$ cat src/lgre_pkg.sv
// ----------------------------------------------------------------------------
// lgre_pkg
// Shared types, sizes and helpers for the life generation raster engine.
// ----------------------------------------------------------------------------
package lgre_pkg;

    localparam int MAX_WIDTH  = 128;
    localparam int MAX_HEIGHT = 64;
    localparam int COL_W      = $clog2(MAX_WIDTH);
    localparam int ROW_W      = $clog2(MAX_HEIGHT);
    localparam int CFG_DATA_W = 8;
    localparam int LINE_W     = 2;   // bit 1 middle line, bit 0 upper line

    // register indexes on the configuration port
    localparam logic CFG_BOARD_WIDTH  = 1'b0;
    localparam logic CFG_BOARD_HEIGHT = 1'b1;

    localparam logic [CFG_DATA_W-1:0] WIDTH_RESET  = 8'd100;
    localparam logic [CFG_DATA_W-2:0] HEIGHT_RESET = 7'd50;

    typedef struct packed {
        logic shift;     // window takes a new column
        logic interior;  // emitted cell lies inside the frame border
    } t_win_ctl;

    // last column index, with the width saturated to [3, MAX_WIDTH]
    function automatic logic [COL_W-1:0] width_last(input logic [CFG_DATA_W-1:0] v);
        logic [CFG_DATA_W-1:0] c;
        begin
            if (v < 8'd3) begin
                c = 8'd3;
            end else if (v > 8'(MAX_WIDTH)) begin
                c = 8'(MAX_WIDTH);
            end else begin
                c = v;
            end
            return COL_W'(c - 8'd1);
        end
    endfunction

    // last row index, with the height saturated to [3, MAX_HEIGHT]
    function automatic logic [ROW_W-1:0] height_last(input logic [CFG_DATA_W-2:0] v);
        logic [CFG_DATA_W-2:0] c;
        begin
            if (v < 7'd3) begin
                c = 7'd3;
            end else if (v > 7'(MAX_HEIGHT)) begin
                c = 7'(MAX_HEIGHT);
            end else begin
                c = v;
            end
            return ROW_W'(c - 7'd1);
        end
    endfunction

endpackage

$ cat src/lgre_line_store.sv
// ----------------------------------------------------------------------------
// lgre_line_store
// Upper and middle line stores in one memory, with per-entry valid bits and
// a registered read that bypasses a write to the same column.
// ----------------------------------------------------------------------------
module lgre_line_store
    import lgre_pkg::*;
(
    input  logic              i_clk,
    input  logic              i_rst_n,
    input  logic              i_rd_en,
    input  logic [COL_W-1:0]  i_rd_addr,
    output logic [LINE_W-1:0] o_rd_data,
    input  logic              i_wr_en,
    input  logic [COL_W-1:0]  i_wr_addr,
    input  logic [LINE_W-1:0] i_wr_data
);

    logic [LINE_W-1:0]    r_mem [MAX_WIDTH];
    logic [MAX_WIDTH-1:0] r_valid;
    logic [LINE_W-1:0]    r_rd_data;

    always_ff @(posedge i_clk) begin
        if (i_wr_en) begin
            r_mem[i_wr_addr] <= i_wr_data;
        end
    end

    always_ff @(posedge i_clk) begin
        if (!i_rst_n) begin
            r_valid <= '0;
        end else if (i_wr_en) begin
            r_valid[i_wr_addr] <= 1'b1;
        end
    end

    // a write at the same edge to the same column wins over the array
    always_ff @(posedge i_clk) begin
        if (i_rd_en) begin
            if (i_wr_en && (i_wr_addr == i_rd_addr)) begin
                r_rd_data <= i_wr_data;
            end else if (r_valid[i_rd_addr]) begin
                r_rd_data <= r_mem[i_rd_addr];
            end else begin
                r_rd_data <= '0;
            end
        end
    end

    assign o_rd_data = r_rd_data;

endmodule

$ cat src/lgre_window.sv
// ----------------------------------------------------------------------------
// lgre_window
// 3x3 neighbourhood window and the B3/S23 rule on the shifted window.
// ----------------------------------------------------------------------------
module lgre_window
    import lgre_pkg::*;
(
    input  logic     i_clk,
    input  logic     i_rst_n,
    input  t_win_ctl i_ctl,
    input  logic [2:0] i_col,   // bit 0 top row, bit 2 bottom row
    output logic     o_alive
);

    logic [8:0] r_win;
    logic [8:0] n_win;
    logic [3:0] count;

    always_comb begin
        n_win = {i_col, r_win[8:3]};
        count = 4'(n_win[0]) + 4'(n_win[1]) + 4'(n_win[2]) + 4'(n_win[3])
              + 4'(n_win[5]) + 4'(n_win[6]) + 4'(n_win[7]) + 4'(n_win[8]);
        o_alive = i_ctl.interior && ((count == 4'd3) || ((count == 4'd2) && n_win[4]));
    end

    always_ff @(posedge i_clk) begin
        if (!i_rst_n) begin
            r_win <= '0;
        end else if (i_ctl.shift) begin
            r_win <= n_win;
        end
    end

endmodule

$ cat src/life_generation_raster_engine_top.sv
// ----------------------------------------------------------------------------
// life_generation_raster_engine_top
// Game of life (B3/S23) next generation over a raster stream of cells.
//
//   channel  direction  handshake                  payload
//   in       to block   i_in_valid / o_in_ready    i_cell_alive, i_frame_start
//   out      from block o_out_valid / i_out_ready  o_next_alive, o_out_column, o_out_row
//   cfg      to block   i_cfg_we                   i_cfg_index, i_cfg_data
//
// One cell a cycle while the result stage is not stalled; a result is registered
// after its input transfer (the transfer edge reads the line store into the read
// stage, and the window shift and result register load follow when it advances).
// The line store valid bits clear in the reset cycle; no clearing pass.
// A stalled output holds the result stage; the input stage keeps taking
// cells that produce no result, and otherwise waits one item deep.
// ----------------------------------------------------------------------------
module life_generation_raster_engine_top
    import lgre_pkg::*;
(
    input  logic                  i_clk,
    input  logic                  i_rst_n,
    input  logic                  i_in_valid,
    output logic                  o_in_ready,
    input  logic                  i_cell_alive,
    input  logic                  i_frame_start,
    output logic                  o_out_valid,
    input  logic                  i_out_ready,
    output logic                  o_next_alive,
    output logic [COL_W-1:0]      o_out_column,
    output logic [ROW_W-1:0]      o_out_row,
    input  logic                  i_cfg_we,
    input  logic                  i_cfg_index,
    input  logic [CFG_DATA_W-1:0] i_cfg_data
);

    // configuration, kept as saturated last indexes
    logic [COL_W-1:0] r_wlast;
    logic [ROW_W-1:0] r_hlast;

    // position of the next cell
    logic [COL_W-1:0] r_col, n_col;
    logic [ROW_W-1:0] r_row, n_row;

    // read stage
    logic             r_s1_vld;
    logic             r_s1_cur;
    logic             r_s1_emit;
    logic             r_s1_inner;
    logic [COL_W-1:0] r_s1_x;
    logic [ROW_W-1:0] r_s1_y;

    // result register
    logic             r_out_vld;
    logic             r_out_alive;
    logic [COL_W-1:0] r_out_col;
    logic [ROW_W-1:0] r_out_row;

    logic              in_xfer;
    logic              s1_adv;
    logic [COL_W-1:0]  x;
    logic [ROW_W-1:0]  y;
    logic              border;
    logic              cur;
    logic [LINE_W-1:0] line_rd;
    logic              alive;
    t_win_ctl          win_ctl;

    always_ff @(posedge i_clk) begin
        if (!i_rst_n) begin
            r_wlast <= width_last(WIDTH_RESET);
            r_hlast <= height_last(HEIGHT_RESET);
        end else if (i_cfg_we) begin
            case (i_cfg_index)
                CFG_BOARD_WIDTH:  r_wlast <= width_last(i_cfg_data);
                CFG_BOARD_HEIGHT: r_hlast <= height_last(i_cfg_data[CFG_DATA_W-2:0]);
                default: ;
            endcase
        end
    end

    always_comb begin
        s1_adv     = r_s1_vld && (!r_s1_emit || !r_out_vld || i_out_ready);
        o_in_ready = !r_s1_vld || s1_adv;
        in_xfer    = i_in_valid && o_in_ready;

        x      = i_frame_start ? '0 : r_col;
        y      = i_frame_start ? '0 : r_row;
        border = (x == '0) || (y == '0) || (x >= r_wlast) || (y >= r_hlast);
        cur    = i_cell_alive && !border;

        if (x >= r_wlast) begin
            n_col = '0;
            n_row = (y >= r_hlast) ? '0 : y + ROW_W'(1);
        end else begin
            n_col = x + COL_W'(1);
            n_row = y;
        end
    end

    always_ff @(posedge i_clk) begin
        if (!i_rst_n) begin
            r_col <= '0;
            r_row <= '0;
        end else if (in_xfer) begin
            r_col <= n_col;
            r_row <= n_row;
        end
    end

    always_ff @(posedge i_clk) begin
        if (!i_rst_n) begin
            r_s1_vld <= 1'b0;
        end else if (in_xfer) begin
            r_s1_vld <= 1'b1;
        end else if (s1_adv) begin
            r_s1_vld <= 1'b0;
        end
    end

    // interior: the emitted cell (x-1, y-1) is off the frame border
    always_ff @(posedge i_clk) begin
        if (in_xfer) begin
            r_s1_cur   <= cur;
            r_s1_x     <= x;
            r_s1_y     <= y;
            r_s1_emit  <= (x != '0) && (y != '0);
            r_s1_inner <= (x >= COL_W'(2)) && (y >= ROW_W'(2))
                          && (x <= r_wlast) && (y <= r_hlast);
        end
    end

    lgre_line_store u_line_store (
        .i_clk     (i_clk),
        .i_rst_n   (i_rst_n),
        .i_rd_en   (in_xfer),
        .i_rd_addr (x),
        .o_rd_data (line_rd),
        .i_wr_en   (s1_adv),
        .i_wr_addr (r_s1_x),
        .i_wr_data ({r_s1_cur, line_rd[1]})
    );

    assign win_ctl.shift    = s1_adv;
    assign win_ctl.interior = r_s1_inner;

    lgre_window u_window (
        .i_clk   (i_clk),
        .i_rst_n (i_rst_n),
        .i_ctl   (win_ctl),
        .i_col   ({r_s1_cur, line_rd[1], line_rd[0]}),
        .o_alive (alive)
    );

    always_ff @(posedge i_clk) begin
        if (!i_rst_n) begin
            r_out_vld <= 1'b0;
        end else if (s1_adv && r_s1_emit) begin
            r_out_vld <= 1'b1;
        end else if (i_out_ready) begin
            r_out_vld <= 1'b0;
        end
    end

    always_ff @(posedge i_clk) begin
        if (s1_adv && r_s1_emit) begin
            r_out_alive <= alive;
            r_out_col   <= r_s1_x - COL_W'(1);
            r_out_row   <= r_s1_y - ROW_W'(1);
        end
    end

    assign o_out_valid  = r_out_vld;
    assign o_next_alive = r_out_alive;
    assign o_out_column = r_out_col;
    assign o_out_row    = r_out_row;

`ifndef NO_ASSERTIONS
    a_ready_when_empty: assert property (@(posedge i_clk) disable iff (!i_rst_n)
        !r_s1_vld |-> o_in_ready)
        else $error("input not ready with empty read stage");

    a_xfer_fills_stage: assert property (@(posedge i_clk) disable iff (!i_rst_n)
        in_xfer |=> r_s1_vld)
        else $error("accepted cell lost before read stage");

    a_no_overwrite: assert property (@(posedge i_clk) disable iff (!i_rst_n)
        (r_s1_vld && r_s1_emit && r_out_vld && !i_out_ready) |-> !s1_adv)
        else $error("result overwritten while stalled");

    a_border_dead: assert property (@(posedge i_clk) disable iff (!i_rst_n)
        (r_out_vld && r_out_alive) |-> ((r_out_col != '0) && (r_out_row != '0)))
        else $error("border cell emitted alive");
`endif

endmodule

$ cat config.mk
export PLATFORM = sky130hd
export DESIGN_NAME = life_generation_raster_engine_top
export DESIGN_NICKNAME = d
export VERILOG_FILES = /design/src/lgre_pkg.sv /design/src/lgre_line_store.sv /design/src/lgre_window.sv /design/src/life_generation_raster_engine_top.sv
export SDC_FILE = /design/constraint.sdc
export NUM_CORES = 1
export LEC_CHECK = 0
export BUFFER_PORTS_ARGS = -buffer_cell sky130_fd_sc_hd__buf_2
export CORE_MARGIN = 2
export CORE_UTILIZATION = 57
export DETAILED_ROUTE_END_ITERATION = 8
export PLACE_DENSITY = 0.78
export SKIP_CTS_REPAIR_TIMING = 1
export SLEW_MARGIN = 25
export SYNTH_ARGS = -nofsm -noshare
export SYNTH_HDL_FRONTEND = slang
export SYNTH_SLANG_ARGS = --single-unit
$ cat constraint.sdc
create_clock -name i_clk -period 4.11 [get_ports i_clk]
set_input_delay 0.2055 -clock i_clk [delete_from_list [all_inputs] [get_ports i_clk]]
set_output_delay 0.2055 -clock i_clk [all_outputs]
set_load 0.01 [all_outputs]
* After elaboration in Yosys (flattened, before gate mapping)
Memory sizes are Yosys's and may differ from the RTL's.
Cells that the tools add are included.
** Storage, ports and cells
- Flip-flop bits (word level) :: 197
- Bits in writable memories :: 256
- Bits of input ports :: 16
- Output and inout bits :: 16
- Memories :: 1
** Memory list
- u_line_store.r_mem :: depth 128, width 2, rd ports 1, clocked after memory_dff 0, write ports 1, line lgre_line_store.sv:19 : logic [LINE_W-1:0] r_mem [MAX_WIDTH];
** Cells by class
- Add/sub/neg operators :: 13
- $lt $le $gt $ge :: 13
- Eq/ne operators :: 3
- Mux-type cells :: 27
- Bitwise operators :: 2
- Reduce and logical (&&, ||, !) cells :: 31
** Operators by type and width (number)
- $or A128 B128 Y128 :: 1
- $mux W7 :: 7
- $mux W6 :: 8
- $add A4 B1 Y4 :: 6
- $lt A7 B8 Y1 const B :: 2
- $sub A7 B1 Y7 const B :: 2
- $logic_and A1 B1 Y1 :: 12
- $sub A6 B1 Y6 const B :: 2
- $eq A4 B2 Y1 const B :: 2
- $gt A8 B8 Y1 const B :: 1
- $lt A8 B2 Y1 const B :: 1
- $mux W1 :: 8
- $add A7 B1 Y7 const B :: 1
- $bmux W1 S7 :: 1
- $demux W1 S7 :: 1
- $eq A7 B7 Y1 :: 1
- $ge A7 B1 Y1 const B :: 1
- $ge A7 B2 Y1 const B :: 1
- $ge A7 B7 Y1 :: 1
- $gt A7 B7 Y1 const B :: 1
- $le A7 B7 Y1 :: 1
- $logic_not A7 Y1 :: 1
- $logic_or A1 B1 Y1 :: 7
- $lt A7 B2 Y1 const B :: 1
- 13 further kinds :: 19

* Depth between registers and ports, before layout
Gate-level depths: netlist of run 1.
- Word-level depth :: 11
- Gate-level depth with buffers :: 15
- Depth with buffers taken out :: 11

* Modules after synthesis
From an unflattened synthesis of run 1, not the netlist that was laid out.
** Second synthesis, totals
- Cell total of the unflattened synthesis :: 1374
- Area total of the unflattened synthesis :: 19064.5 um^2
** By module, submodules not included
- lgre_line_store :: times used 1, cells an instance 1003, area an instance 15508.6 um^2
- life_generation_raster_engine_top :: times used 1, cells an instance 336, area an instance 3163.0 um^2
- lgre_window :: times used 1, cells an instance 35, area an instance 392.9 um^2

* Worst setup path after synthesis of run 1
Ideal clock, no wire load.
- Path kind :: register -> register
- Start point :: reg r_s1_cur
- End point :: reg r_out_alive, in the netlist o_next_alive, data pin
- Setup time :: 0.182 ns
- Arrival time :: 4.196 ns
- Data required time :: 3.928 ns
- Setup slack :: -0.267 ns
- Cell stages (with the launch flop) :: 9
- Path buffers :: 0
- Cells stage by stage :: edfxtp_1 > inv_1 > fa_1 > fa_1 > inv_1 > fa_1 > inv_1 > fa_1 > nor4b_1
** Between the ends
- Word-level cells in the longest chain between the ends :: 5
- Elaborated cells between the ends (all ways) :: 6
- Classes of those cells :: add/sub (1); eq/ne (2); reduce/logical (3)
** RTL lines
- from (decl) :: line life_generation_raster_engine_top.sv:46 : logic r_s1_cur;
- from (signal assigned) :: line life_generation_raster_engine_top.sv:123 : r_s1_cur <= cur;
- $add A4 B1 Y4 * :: line lgre_window.sv:22 : + 4'(n_win[5]) + 4'(n_win[6]) + 4'(n_win[7]) + 4'(n_win[8]);
- $eq A4 B2 Y1 :: line lgre_window.sv:23 : o_alive = i_ctl.interior && ((count == 4'd3) || ((count == 4'd2) && n_win[4]));
- $logic_and A1 B1 Y1 :: line lgre_window.sv:23
- $logic_or A1 B1 Y1 * :: line lgre_window.sv:23
- $logic_and A1 B1 Y1 * :: line lgre_window.sv:23
- via alive :: line life_generation_raster_engine_top.sv:65 : logic alive;
- to (signal assigned) :: line life_generation_raster_engine_top.sv:166 : r_out_alive <= alive;
- to (decl) :: line life_generation_raster_engine_top.sv:54 : logic r_out_alive;
The timed path passes the listed nets; every way through them passes the cells marked *.
A chain may end at the register's enable or synchronous reset.

* Final worst setup path of run 1
- Start point :: reg r_col[1]
- End point :: reg u_line_store.r_rd_data[1], in the netlist u_line_store.o_rd_data[1], data pin
** Between the ends
- Word-level cells in the longest chain between the ends :: 5
- Elaborated cells between the ends (all ways) :: 8
- Classes of those cells :: eq/ne (1); mux (5); reduce/logical (1); memory (1)
** RTL lines
- from (decl) :: line life_generation_raster_engine_top.sv:41 : logic [COL_W-1:0] r_col, n_col;
- from (signal assigned) :: line life_generation_raster_engine_top.sv:105 : r_col <= n_col;
- $mux W7 * :: line life_generation_raster_engine_top.sv:86 : x = i_frame_start ? '0 : r_col;
- $bmux W1 S7 :: line lgre_line_store.sv:42 : end else if (r_valid[i_rd_addr]) begin
- $mux W1 (not written as such) :: line lgre_line_store.sv:42
- $mux W2 :: line lgre_line_store.sv:42
- $mux W2 * :: line lgre_line_store.sv:40 : if (i_wr_en && (i_wr_addr == i_rd_addr)) begin
- to (signal assigned) :: line lgre_line_store.sv:41 : r_rd_data <= i_wr_data;
- to (signal assigned) :: line lgre_line_store.sv:43 : r_rd_data <= r_mem[i_rd_addr];
- to (decl) :: line lgre_line_store.sv:21 : logic [LINE_W-1:0] r_rd_data;
Mark *: on every way between the ends. The rest lies on a longest branch, timed or not. The select of a mux whose other input is x is not followed.

==> impl_results.md, run 1 <==
* Status: complete, no violations
* Top cells by area, synth: edfxtp_1 (45%), dfxtp_1 (17%), o21a_1 (5.0%)
* Top Ports at 32
* Core area at ~0.034 mm^2
* Top cell type's share of synthesized area at between 40% and 50%
* Inserted Diodes at 0
* CP max FO at 14
* Tightest slew margin relative to the limit at approximately a quarter
* Clock sinks at 450
* Yosys warning count at 0
* Final WL at between 40,000 and 50,000 um
* CP Launch Point: r_col[1]
* Power Density at ~440 mW/mm^2
* Total track usage at a little over a quarter
* Leakage power at approximately 7.4 nW
* Slew Limit Fails at 0
* Cell Rows at 67
* First-pass DRT Iterations at 8
* Starting DRT DRC Count at 1,515
* Distinct cells, synth at between 60 and 70
* Worst Skew at between 0.01 and 0.015 ns
* Syn avg cell area at between 10 and 15 um^2
* Post-synth EDFFs at roughly 290
* Clock Tree Buf Depth at 3
* Reg2reg start: r_col[1]
* First-pass GRT wire length at about 75,000 um
* Die area at around 0.036 mm^2
* Vias per cell at around 6.3
* # nets final at 1,719
* Initial Util at between 50 and 60%
* Via Count at 13,600
* Chip Width at ~190 um
* Final Wtd Congestion at roughly 0.87
* Final routed DRC violation total at 0
* Peak VDD IR at roughly 0.33 mV
* Antenna violations before repair at 0
* Port buffer count at 31
* Pre-CTS WS at 0.694 ns
* Number of synthesized register bits at between 400 and 500
* Min cycle time layout at between 3 and 4 ns
* Sequential area share after synthesis at 61.3%
* RSZ-0062 raised after global routing: false
* Main synth FF type: edfxtp_1
* CTS tree: built
* Clk_lat worst skew at between 0.5 and 0.6 ns
* TritonCTS buffer count at 45
* H-Tree Depth at 2
* Syn_nets at between 1,500 and 2,000
* HP Class: in2reg
* CP required at ~4.4 ns
* Final-report setup violation count at 0
* CP Class: reg2reg
* Max cap viols at 0
* HP Start: i_out_ready
* HPWL after DPL at 29,400 um
* Worst-margin pin slew at approximately 1.1 ns
* Fmax at approximately 290 MHz
* ANT nets after route at 0
* Root Buffer: clkbuf_16
* Synth Cell Area at approximately 0.019 mm^2
* Tot Pwr at around 9.6 mW
* Crit start category: flip-flop
* Hold slack at 0.00197 ns
* Routed WL per cell at between 20 and 25 um
* Final Hold Vio Count at 0
* Die Y at roughly 190 um
* Pin count of the biggest net entering global routing at 95
* Largest area contributor in the netlist: edfxtp_1
* Worst setup EP type: flip-flop
* Synth-to-layout area growth at 11.0%
* Vias in the first global route at ~13,000
* CP arrival at between 3 and 4 ns
* Setup slack after layout at about 0.61 ns
* Async set-reset flop share out of synthesis at 0%
* Layout cells sized above 1 at 10.9%
* Fin crit share at a little under nine tenths
* Clock Pin Slew Worst Setup and Hold Paths at approximately 0.060 ns
* Syn Inst Count at ~1,700
* GRT overflow at 0
==> logic make-up after synthesis <==
kind of cell             synth area share, %
AO/OA/AOI/OAI                           14.7
XOR/XNOR                               0.948
adder cells (fa/ha/maj)                 2.03
buffers and inverters                   3.52
flip-flops                              61.3
multiplexers                            5.12
AND/OR/NAND/NOR                         12.4
==> per-layer routing <==
metal  GRT usage, %  vias up  part of all wire, %  routed length [um]
met1           36.4     6674                   40               19900
met3           5.94      136                  9.8                4800
met4           10.4        0                  3.8                1870
met2           44.2      685                   46               22600
li1               -     6146                    -                   -
met5              0        -                    0                   0
==> final cells by class <==
class | count | area, um^2
inverter | 40 | 154
fill | 2491 | 12000
timing repair buffer | 73 | 515
multi-input combinational | 1064 | 6840
clock inverter | 19 | 234
tap | 448 | 561
sequential | 450 | 11900
clock buffer | 65 | 1330
==> state kept, by name, indices dropped and copies added, names as in the netlist <==
| register | count |
|---|---|
| r_s1_cur | 1 |
| u_line_store.o_rd_data | 2 |
| r_s1_y | 6 |
| r_s1_inner | 1 |
| r_row | 6 |
| o_out_row | 6 |
| o_out_valid | 1 |
| r_hlast | 6 |
| r_s1_emit | 1 |
| r_wlast | 7 |
| u_window.r_win | 6 |
| o_next_alive | 1 |
| r_s1_vld | 1 |
| r_col | 7 |
| u_line_store.r_mem | 256 |
| r_s1_x | 7 |
| u_line_store.r_valid | 128 |
| o_out_column | 7 |
==> critical path: stages (launching register included) <==
cell and delay (ns):
dfxtp_1 0.39, nor2_1 0.49, or2_2 0.53, and3_1 0.27, o22ai_1 0.08, a2111oi_0 0.99, a311oi_1 0.13, a211oi_1 0.28
o21ai_1 0.09
==> power breakdown <==
part | internal (mW) | switching [mW]
Combinational | 0.140 | 0.290
Clock | 2.58 | 1.70
Sequential | 4.82 | 0.0328
Total | 7.53 | 2.03
==> Yosys cell counts, types with 3 or more instances <==
library cell and count:
edfxtp_1 288, nand2_1 188, dfxtp_1 162, nor2_1 146, o21a_1 130, mux2i_1 80
nor2b_1 57, clkbuf_1 52, a21oi_1 41, o21ai_0 40, inv_1 36, a211oi_1 35
buf_2 33, a31oi_1 31, ha_1 25, nor3_1 25, nand3_1 23, and3_1 22
o221ai_1 18, nor4_1 16, o22ai_1 16, mux2_2 15, a21boi_0 14, xnor2_1 14
o221ai_2 10, a2111oi_0 9, buf_6 9, and2_1 8, nand2b_1 8, or3_1 8
a21o_1 7, a221oi_1 7, xor2_1 7, buf_1 6, buf_4 6, a311oi_1 5
o211ai_1 5, o21ai_1 5, fa_1 4, nand4_1 4, o211a_1 4, a22oi_1 3
a32oi_1 3, nor3b_1 3
==> cells in the final DEF, fill, tap and decap left out, drive strengths merged, types with 31 or more instances in the layout <==
| master | instances |
|---|---|
| dfxtp | 162 |
| a31oi | 31 |
| buf | 71 |
| a21oi | 41 |
| mux2i | 80 |
| o21a | 130 |
| nand2 | 188 |
| nor2b | 57 |
| a211oi | 35 |
| edfxtp | 288 |
| clkbuf | 65 |
| inv | 39 |
| nor2 | 146 |
| o21ai | 45 |
==> worst paths after layout <==
kind | cells past startpoint | slack, ns | endpoint
worst min register to register | 1 | 0.46 | u_line_store.r_valid[78]
worst max-delay path | 8 | 0.61 | u_line_store.o_rd_data[1]
worst min-delay path | 4 | 0.002 | o_out_valid
worst max register to register | 8 | 0.61 | u_line_store.o_rd_data[1]
==> metrics by stage <==
step | TNS [ns] | util (%) | instances | cell area, um^2
CTS | 0 | 64.1 | 2157 | 21500
global placement | 0 | 59.5 | 2073 | 19900
floorplan | -0.136 | - | 1660 | 19400
detailed placement | 0 | 59.5 | 2073 | 19900
global route | 0 | 64.2 | 2159 | 21500
finish | 0 | 64.2 | 2159 | 21500
No activity file was read; power rests on OpenSTA's default activity.
==> inputs of run 2 (changes only) <==
Settings changed: SYNTH_HIERARCHICAL set to 1.
==> impl_results.md, run 2 <==
* CP max FO at 44 (+30)
* Psw at 1.89 mW (-6.7%)
* Routed WL per cell at 23.2 um (+2.2%)
* Post-synth EDFFs at 288 (unchanged)
* Pin count of the biggest net entering global routing at 82 (-14%)
* P_int at 7.42 mW (-1.5%)
* Final routed DRC violation total at 0 (unchanged)
* Sw Ratio at 20.3% (-0.89 points)
* Syn avg cell area at 13.9 um^2 (+19%)
* Min cycle time layout at 3.56 ns (+0.0602 ns)
* CP arrival at 3.83 ns (+0.03 ns)
* Starting DRT DRC Count at 1,266 (-16%)
* Total track usage at 25.2% (-2.2 points)
* Yosys warning count at 6 (+6)
* Synth cell count leaders: edfxtp_1 (288), dfxtp_1 (162), nor2_1 (161), o21a_1 (128), mux4_2 (88)
* Clock Tree Buf Depth at 3 (unchanged)
* Async set-reset flop share out of synthesis at 0% (unchanged)
* Tightest slew margin relative to the limit at 25.6% (+1.4 points)
* Critical Path Max Stage Delay at 0.69 ns (-0.30 ns)
* Final core utilization at 64.8% (+0.59 points)
* Chip Width at 187 um (-0.84%)
* Regs by FF count: u_line_store/r_mem x256, u_line_store/r_valid x128
* Die area at 0.0349 mm^2 (-1.7%)
* Placed Area at 0.0197 mm^2 (-1.3%)
* Max cap viols at 0 (unchanged)
* Syn_nets at 1,417 (-17%)
* Tot Pwr at 9.31 mW (-2.6%)
* Top-count cell post-synth: edfxtp_1
* R2r worst-path depth at 10 (+2)
* CP required at 4.38 ns (-0.03 ns)
* Leading cell type in the layout, fill and taps excluded: edfxtp_1
* Comb power frac at 3.6% (-0.9 points)
* HP Class: in2reg
* Most flops, register: u_line_store/r_mem
* GRT overflow at 0 (unchanged)
* CP Class: reg2reg
* H-Tree Depth at 2 (unchanged)
* Sequential share of power at 52.0% (+1.3 points)
* Top cells by area, synth: edfxtp_1 (45%), dfxtp_1 (17%), mux4_2 (10%)
* Antenna violations before repair at 0 (unchanged)
* Port buffer count at 31 (unchanged)
* Synth-to-layout area growth at 11.2%
* HP Start: i_cell_alive
* Hold EP: r_s1_cur
* Status: complete, no violations
* RSZ-0062 raised after global routing: false
* Slew Limit Fails at 0 (unchanged)
* CTS tree: built
* Syn Inst Count at 1,374 (-17%)
* Clock sinks at 450 (unchanged)
* Final Hold Vio Count at 0 (unchanged)
* Power Density at 439 mW/mm^2 (-1.0%)
* Top Ports at 32 (unchanged)
* Most frequent cells in the layout: edfxtp_1 (288), dfxtp_1 (162), nor2_1 (160)
* Worst-margin pin slew at 1.11 ns (+0.00428 ns)
* # nets final at 1,452 (-16%)
* Peak VDD IR at 0.323 mV (-1.5%)
* Vias in the first global route at 11,800 (-10%)
* Fin area at 0.0212 mm^2 (-1.6%)
* Final Wtd Congestion at 0.893 (+2.4%)
* Fin Setup TNS at 0 ns (unchanged)
* Root Buffer: clkbuf_16
* Core area at 0.0327 mm^2 (-2.5%)
* Inserted Diodes at 0 (unchanged)
* Via Count at 12,000 (-12%)
* Synth Cell Area at 0.0191 mm^2 (-1.7%)
* Cell Rows at 66 (-1.5%)
* Number of synthesized register bits at 450 (unchanged)
* Register-to-register setup slack at 0.55 ns (-0.06 ns)
* Reg-to-Reg End: u_line_store/o_rd_data[1]
* Distinct cells, synth at 73 (+7.4%)
* Vias per cell at 6.34 (+0.35%)
* Sequential area share after synthesis at 62.4% (+1.1 points)
* Clk_lat worst skew at 0.54 ns (about the same)
* Crit start category: flip-flop
* Reg2reg start: r_col[0]
* Largest area contributor in the netlist: edfxtp_1
* Cells along the critical path: nand2_1 > inv_4 > buf_12 > mux4_2 > o22ai_1 > nor2_1 > o311ai_0 > a22oi_1 > o2111ai_1 > o21ai_1
* Top cell type's share of synthesized area at 45.4% (+0.78 points)
* Leakage power at 7.13 nW (-4.3%)
* Fin crit share at 86.6% (+1.5 points)
* WHS Path Cells at 3 (-1)
* Worst setup EP type: flip-flop
* Clk network pwr share at 44.3% (-0.5 points)
* Initial Util at 58.3% (+0.45 points)
* Die Y at 187 um (-0.84%)
* ANT nets after route at 0 (unchanged)
* Clock Pin Slew Worst Setup and Hold Paths at 0.06 ns (about the same)
* Flip-flop count of the largest register after layout at 256 (unchanged)
* HPWL after DPL at 27,900 um (-5.2%)
* Fmax at 281 MHz (-1.7%)
* CP max stage cell: inv_4
* First-pass DRT Iterations at 6 (-2)
* Final-report setup violation count at 0 (unchanged)
* First-pass GRT wire length at 68,300 um (-9.2%)
* TritonCTS buffer count at 44 (-2.2%)
* Main synth FF type: edfxtp_1
* Final WL at 43,800 um (-11%)
* Layout cells sized above 1 at 18.2% (+7.2 points)
* Worst Skew at 0.0166 ns (+0.00313 ns)
* # fillers at 2,360 (-5.3%)
[run 2: cell count changes after synthesis, sizes merged, moves of 23 or more]
cell / delta
a211oi: -25
mux2i: -54
buf: -23
o221ai: -27
nand2: -135
a31oi: -25
nor2b: -24
mux4: +87
[run 2: critical path: cells and delay by family (launching register included)]
kind	cells	cell delay [ns]
buffers and inverters	2	0.97
DFF	1	0.38
AOI/OAI and AO/OA	5	1.17
muxes	1	0.53
and+or+nand+nor	2	0.23
[run 2: worst max path at each step]
| stage | from | to | slack, ns | cells after the start |
|---|---|---|---|---|
| after global routing | r_col[0] | u_line_store/o_rd_data[1] | 0.43 | 10 |
| after CTS | r_col[0] | u_line_store/o_rd_data[1] | 0.55 | 10 |
| after floorplan | u_line_store/o_rd_data[1] | o_next_alive | -0.03 | 8 |
| final | r_col[0] | u_line_store/o_rd_data[1] | 0.55 | 10 |
| after global placement | i_frame_start | u_line_store/o_rd_data[1] | 0.49 | 12 |
| after detailed placement | i_frame_start | u_line_store/o_rd_data[1] | 0.35 | 12 |
[run 2: area by class of cell]
type                            instances  area [um^2]  area share [%]
Multi-Input combinational cell        804         6610            31.2
Clock buffer                           65         1320            6.23
Clock inverter                         15          184           0.868
Inverter                               38          148           0.697
Tap cell                              442          553            2.61
Sequential cell                       450        11900            56.1
Timing Repair Buffer                   71          485            2.29
[run 2: cell families after synthesis]
logic type | count (synthesis) | synth area share, %
simple gates | 355 | 8.85
flops | 450 | 62.4
fa+ha+maj | 28 | 1.98
mux | 129 | 12.6
buf+inv | 120 | 3.01
xor+xnor | 21 | 0.965
compound gates | 271 | 10.2
[run 2: power by group through the flow]
stage               sequential (mW)  clock [mW]  combinational [mW]
floorplan                      4.95           0               0.238
global placement               4.94           0               0.329
detailed placement             4.94           0               0.337
CTS                            4.84        4.16               0.339
global route                   4.85        4.34               0.371
finish                         4.85        4.13               0.339
[run 2: metrics by stage]
step	hold slack [ns]	cells	worst slack, ns
6_report	0.00962	1885	0.549
3_3_place_gp	0.442	1804	0.489
2_1_floorplan	0.334	1374	-0.0343
5_1_grt	0.0173	1885	0.433
4_1_cts	-0.0992	1884	0.552
3_5_place_dp	0.450	1804	0.349
[run 2: routing by layer]
layer  share of wire, %  GRT usage (%)  vias to the layer above
li1                   -              -                     5270
met1                 40           34.6                     6029
met2                 49           41.7                      548
met3                7.7           3.56                      104
met4                3.3           8.64                        0
met5                  0              0                        -
